## src/rtl/ssfc_pkg.sv

```systemverilog
// Package for the sorted symbol frequency counter.
// Holds request codes, status codes, default sizes and the queue entry type.
package ssfc_pkg;

  localparam int unsigned SsfcCapacity   = 64;
  localparam int unsigned SsfcKeyBytes   = 4;
  localparam int unsigned SsfcCountWidth = 32;

  localparam int unsigned KeyW   = 32;
  localparam int unsigned CountW = 32;
  localparam int unsigned TotalW = 7;

  typedef enum logic [1:0] {
    REQ_ADD  = 2'd0,
    REQ_GET  = 2'd1,
    REQ_DUMP = 2'd2,
    REQ_NONE = 2'd3
  } req_e;

  typedef enum logic [1:0] {
    ST_OK    = 2'd0,
    ST_FULL  = 2'd1,
    ST_EMPTY = 2'd2
  } status_e;

  typedef enum logic [1:0] {
    BK_IDLE,
    BK_DUMP,
    BK_WAIT
  } back_state_e;

  // Classified request handed from front to back
  typedef struct packed {
    req_e            req;
    logic [KeyW-1:0] key;
  } cmd_t;

  // Normalise a key: cut to the given bytes, clear everything from the first zero byte
  function automatic logic [KeyW-1:0] norm_key(input logic [KeyW-1:0] k,
                                               input int unsigned nbytes);
    logic [KeyW-1:0] res;
    logic            stop;
    res  = '0;
    stop = 1'b0;
    for (int b = 3; b >= 0; b--) begin
      if (b < int'(nbytes)) begin
        if (k[b*8 +: 8] == 8'd0) stop = 1'b1;
        if (!stop) res[b*8 +: 8] = k[b*8 +: 8];
      end
    end
    return res;
  endfunction

endpackage

```

## src/rtl/ssfc_front.sv

```systemverilog
// Front end: accepts requests, normalises keys, drops unused codes, feeds the queue.
// Depends on ssfc_pkg.
module ssfc_front import ssfc_pkg::*; #(
  parameter int unsigned KEY_BYTES = SsfcKeyBytes
) (
  input  logic            clk_i,
  input  logic            rst_ni,
  input  logic            s_tvalid_i,
  output logic            s_tready_o,
  input  logic [KeyW-1:0] s_key_i,
  input  logic [1:0]      s_req_i,
  output logic            q_valid_o,
  input  logic            q_ready_i,
  output cmd_t            q_cmd_o
);

  // Two-entry queue
  cmd_t       mem_q [2];
  logic       wr_q, rd_q;
  logic [1:0] cnt_q;
  logic       push, pop;

  assign s_tready_o = (cnt_q != 2'd2);
  assign push       = s_tvalid_i && s_tready_o && (s_req_i != REQ_NONE);
  assign pop        = q_valid_o && q_ready_i;
  assign q_valid_o  = (cnt_q != 2'd0);
  assign q_cmd_o    = mem_q[rd_q];

  // Store classified request
  always_ff @(posedge clk_i) begin
    if (push) begin
      mem_q[wr_q].req <= req_e'(s_req_i);
      mem_q[wr_q].key <= norm_key(s_key_i, KEY_BYTES);
    end
  end

  // Advance pointers
  always_ff @(posedge clk_i or negedge rst_ni) begin
    if (!rst_ni) begin
      wr_q  <= 1'b0;
      rd_q  <= 1'b0;
      cnt_q <= 2'd0;
    end else begin
      if (push) wr_q <= ~wr_q;
      if (pop)  rd_q <= ~rd_q;
      cnt_q <= cnt_q + {1'b0, push} - {1'b0, pop};
    end
  end

endmodule

```

## config.mk

```make
export PLATFORM = sky130hd
export DESIGN_NAME = ssfc_front
export DESIGN_NICKNAME = d
export VERILOG_FILES = /design/src/rtl/ssfc_pkg.sv /design/src/rtl/ssfc_front.sv
export SDC_FILE = /design/constraint.sdc
export NUM_CORES = 1
export LEC_CHECK = 0
export BUFFER_PORTS_ARGS = -buffer_cell sky130_fd_sc_hd__buf_2
export CAP_MARGIN = 5
export CORE_ASPECT_RATIO = 0.75
export CORE_MARGIN = 10
export CORE_UTILIZATION = 40
export CTS_CLUSTER_DIAMETER = 60
export CTS_CLUSTER_SIZE = 20
export DETAILED_ROUTE_END_ITERATION = 6
export SYNTH_ARGS = -nofsm -noshare
export SYNTH_HDL_FRONTEND = slang
export SYNTH_SLANG_ARGS = --single-unit
export TNS_END_PERCENT = 100
```

## constraint.sdc

```tcl
create_clock -name clk_i -period 5.5 [get_ports clk_i]
set_clock_uncertainty 0.15 [all_clocks]
set_input_delay 0.55 -clock clk_i [delete_from_list [all_inputs] [get_ports clk_i]]
set_output_delay 0.55 -clock clk_i [all_outputs]
set_load 0.005 [all_outputs]
```

==> summary.txt <==
Clock network
  • H-tree depth: 3
  • Clk pin slew, worst setup/hold paths: approximately 70 ps
  • CTS tree: yes
  • Clock root cell: clkbuf_8
  • CTS Buffer Depth: 2
  • Hold-fix buffers, CTS: 1
  • CTS resizes: 0
  • Clk sinks: 72
  • Number of setup buffers added after CTS: 0
  • Num CTS Buffers: 9
  • Clk_lat worst skew: between 300 and 400 ps

GRT
  • First-pass GRT wire length: 9.76 mm
  • Overflow after GRT: 0
  • Total track usage: a little under an eighth
  • Largest net degree at the start of global routing: 35
  • Number of global-route vias before repair: 1851
  • Initial antenna violation count: 0

Power and ir drop
  • Pwr dens: 467 nW/µm²
  • Static leakage: roughly 1.3 nW
  • Worst VDD drop: roughly 340 µV

Detailed routing
  • Post-detailed-route wirelength per cell: ~18 µm
  • Met3 WL post-DR: ~530 µm
  • Post-Route WL: between 6 and 7 mm
  • Via total after detailed routing: approximately 1700
  • First-pass DRT Iterations: 5
  • Vias/cell: about 4.8
  • Drt drc: 0
  • Final ANT Viol Nets: 0
  • Met1 wire length: ~2.9 mm
  • Top routing layer used: met4
  • Drt initial violations: 53
  • Met2 wire len: 2.74 mm

Synth
  • Synth Area in Compound Gates: 0%
  • Leading register cell type out of synthesis: edfxtp_1
  • Post-Synth XOR/XNOR Area: under 10%
  • Post-Synth Adder-Cell Area: 0.842%
  • Syn Nets: 209
  • Seq/Total Area, Yosys: a little over 70%
  • Synthesized area: about 3000 µm²
  • EDFF count, synth: roughly 70
  • #FFs+latches synth: 72
  • Main combinational cell family by area after synthesis: multiplexers
  • Post-synthesis mux area share: between 10 and 15%
  • FFs w/ async S/R, synth: under 10%
  • Post-Synthesis Cells: between 150 and 200
  • Syn. warnings: 0
  • Syn Area/Cell: ~18 µm²
  • Post-synthesis simple-gate area fraction: between 10 and 15%
  • Library cells used by synthesis: 25

STA
  • Final min period: approximately 2800 ps
  • Worst-Margin Slew: just over 1000 ps
  • Final setup vio count: 0
  • Final Cycle Share: 50.9%
  • Slew margin rel.: between 30 and 40%
  • Max-slew violation count: 0
  • RSZ-0062 raised after global routing: no
  • Sum of negative setup slack: 0 ps
  • Peak Freq: about 360 MHz
  • Final hold vios: 0

Floorplanning
  • Die width: between 100 and 150 µm
  • Row count: 27
  • # IOs: 74
  • Die area: 11300 µm²
  • Core region area: between 7000 and 8000 µm²
  • Die Y: 94.7 µm
  • Starting density of the core: 40.7%

Critical path
  • Setup slack, reg-to-reg: 3340 ps
  • Cell Chain, Critical Path: buf_4, mux2_2, buf_2
  • Kind of critical path: reg2out
  • Crit end category: output pin
  • Worst Setup SP: rd_q
  • Cell count along the critical path: 3
  • Worst setup path endpoint: q_cmd_o[3]
  • R2r endpoint: mem_q[1][23]
  • Worst path bufs/invs: 2
  • CP required: 4800 ps
  • CP top delay family: flip-flops
  • Startpoint Class: register
  • Critical path peak fanout: 20
  • Worst r2r src: cnt_q[0]
  • CP max stage cell: dfrtp_1
  • FF-to-FF path depth: 3
  • Worst path arrival time: between 2000 and 2500 ps
  • Slowest stage delay, CP: just over 800 ps

Hold path
  • Worst Hold Class: in2reg
  • Worst hold stages: 1

Run status
  • Status: finished clean

Placement
  • PortBufs: 73
  • Gpl congestion: a little over 0.7
  • DP HPWL: slightly above 4 mm
  • Placed Area: 3410 µm²

Layout
  • Post-layout instance area: 3650 µm²
  • Nets: between 200 and 300
  • Diode count: 0
  • Share of cells above drive strength 1: a little over half
  • Area growth syn-to-layout: 22.9%

Flow run
  • Number of max-cap violations: 0
-- how the worst min path moves through the flow --
stage	start	endpoint	slack (ps)
2_1_floorplan	rst_ni	cnt_q[0]	100
3_3_place_gp	rst_ni	cnt_q[1]	220
3_5_place_dp	rst_ni	cnt_q[0]	220
4_1_cts	s_req_i[0]	mem_q[0][32]	240
5_1_grt	s_req_i[0]	mem_q[0][32]	240
6_report	s_req_i[0]	mem_q[0][32]	260
-- layout by cell type, fill, tap and decap left out, drive strengths merged --
cell type	count
buf	74
and2b	1
or4	6
nor4b	8
xnor2	3
dfrtp	4
nand3	1
nand2b	1
and2	1
mux2	34
nand2	1
clkbuf	10
dlygate4sd3	1
clkinv	2
edfxtp	68
xor2	1
inv	3
nor2	5
nor3b	8
nor2b	7
bufinv	3
ha	2
or2	1
-- cells in the mapped netlist (3+ instances only) --
master / n / area, µm²
buf_2: 3 / 15.0
clkbuf_1: 9 / 33.8
dfrtp_1: 4 / 100
edfxtp_1: 68 / 2040
mux2_2: 34 / 383
nor2b_1: 7 / 43.8
nor3b_1: 8 / 60.1
nor4b_1: 8 / 70.1
or4_1: 3 / 22.5
or4_4: 3 / 33.8
xnor2_1: 3 / 26.3
-- power breakdown --
group / internal [W] / leakage [nW] / switching, W
Sequential: 0.000723 / 0.673 / 0.0000512
Clock: 0.000300 / 0.116 / 0.000188
Combinational: 0.000229 / 0.550 / 0.000214
-- flip-flops by register name, indices dropped and copies added, names as in the netlist --
signal / cells
mem_q: 68
cnt_q: 2
rd_q: 1
wr_q: 1
-- metrics by stage --
| step | hold slack (ps) | utilization, % | setup WS (ps) | power [W] | cells |
|---|---|---|---|---|---|
| after global placement | 217 | 46.7 | 3030 | 0.00124 | 329 |
| after floorplan | 104 | - | 2710 | 0.00104 | 169 |
| after CTS | 235 | 50.1 | 2640 | 0.00174 | 346 |
| after global routing | 235 | 50.1 | 2540 | 0.00181 | 346 |
| after detailed placement | 215 | 46.7 | 3020 | 0.00124 | 329 |
| final | 259 | 50.1 | 2700 | 0.00170 | 346 |
-- kinds of logic (layout without fill, tap and decap cells) --
logic type	Yosys count	count (layout)
XOR/XNOR	4	4
multiplexers	34	34
buffers and inverters	17	93
adder cells (fa/ha/maj)	2	2
AND/OR/NAND/NOR	40	40
flip-flops	72	72
-- layout make-up --
type / count / area [µm²]
Multi-Input combinational cell: 80 / 759
Inverter: 2 / 7.51
Fill cell: 658 / 3640
Timing Repair Buffer: 75 / 383
Clock inverter: 6 / 106
Sequential cell: 72 / 2140
Clock buffer: 10 / 128
Tap cell: 101 / 126
-- layer usage --
layer / up-vias / global-route usage [%]
li1: 783 / -
met1: 820 / 13.4
met2: 68 / 17.6
met3: 5 / 6.02
met4: 0 / 3.01
met5: - / 0
Power figures use the tool's default switching activity.
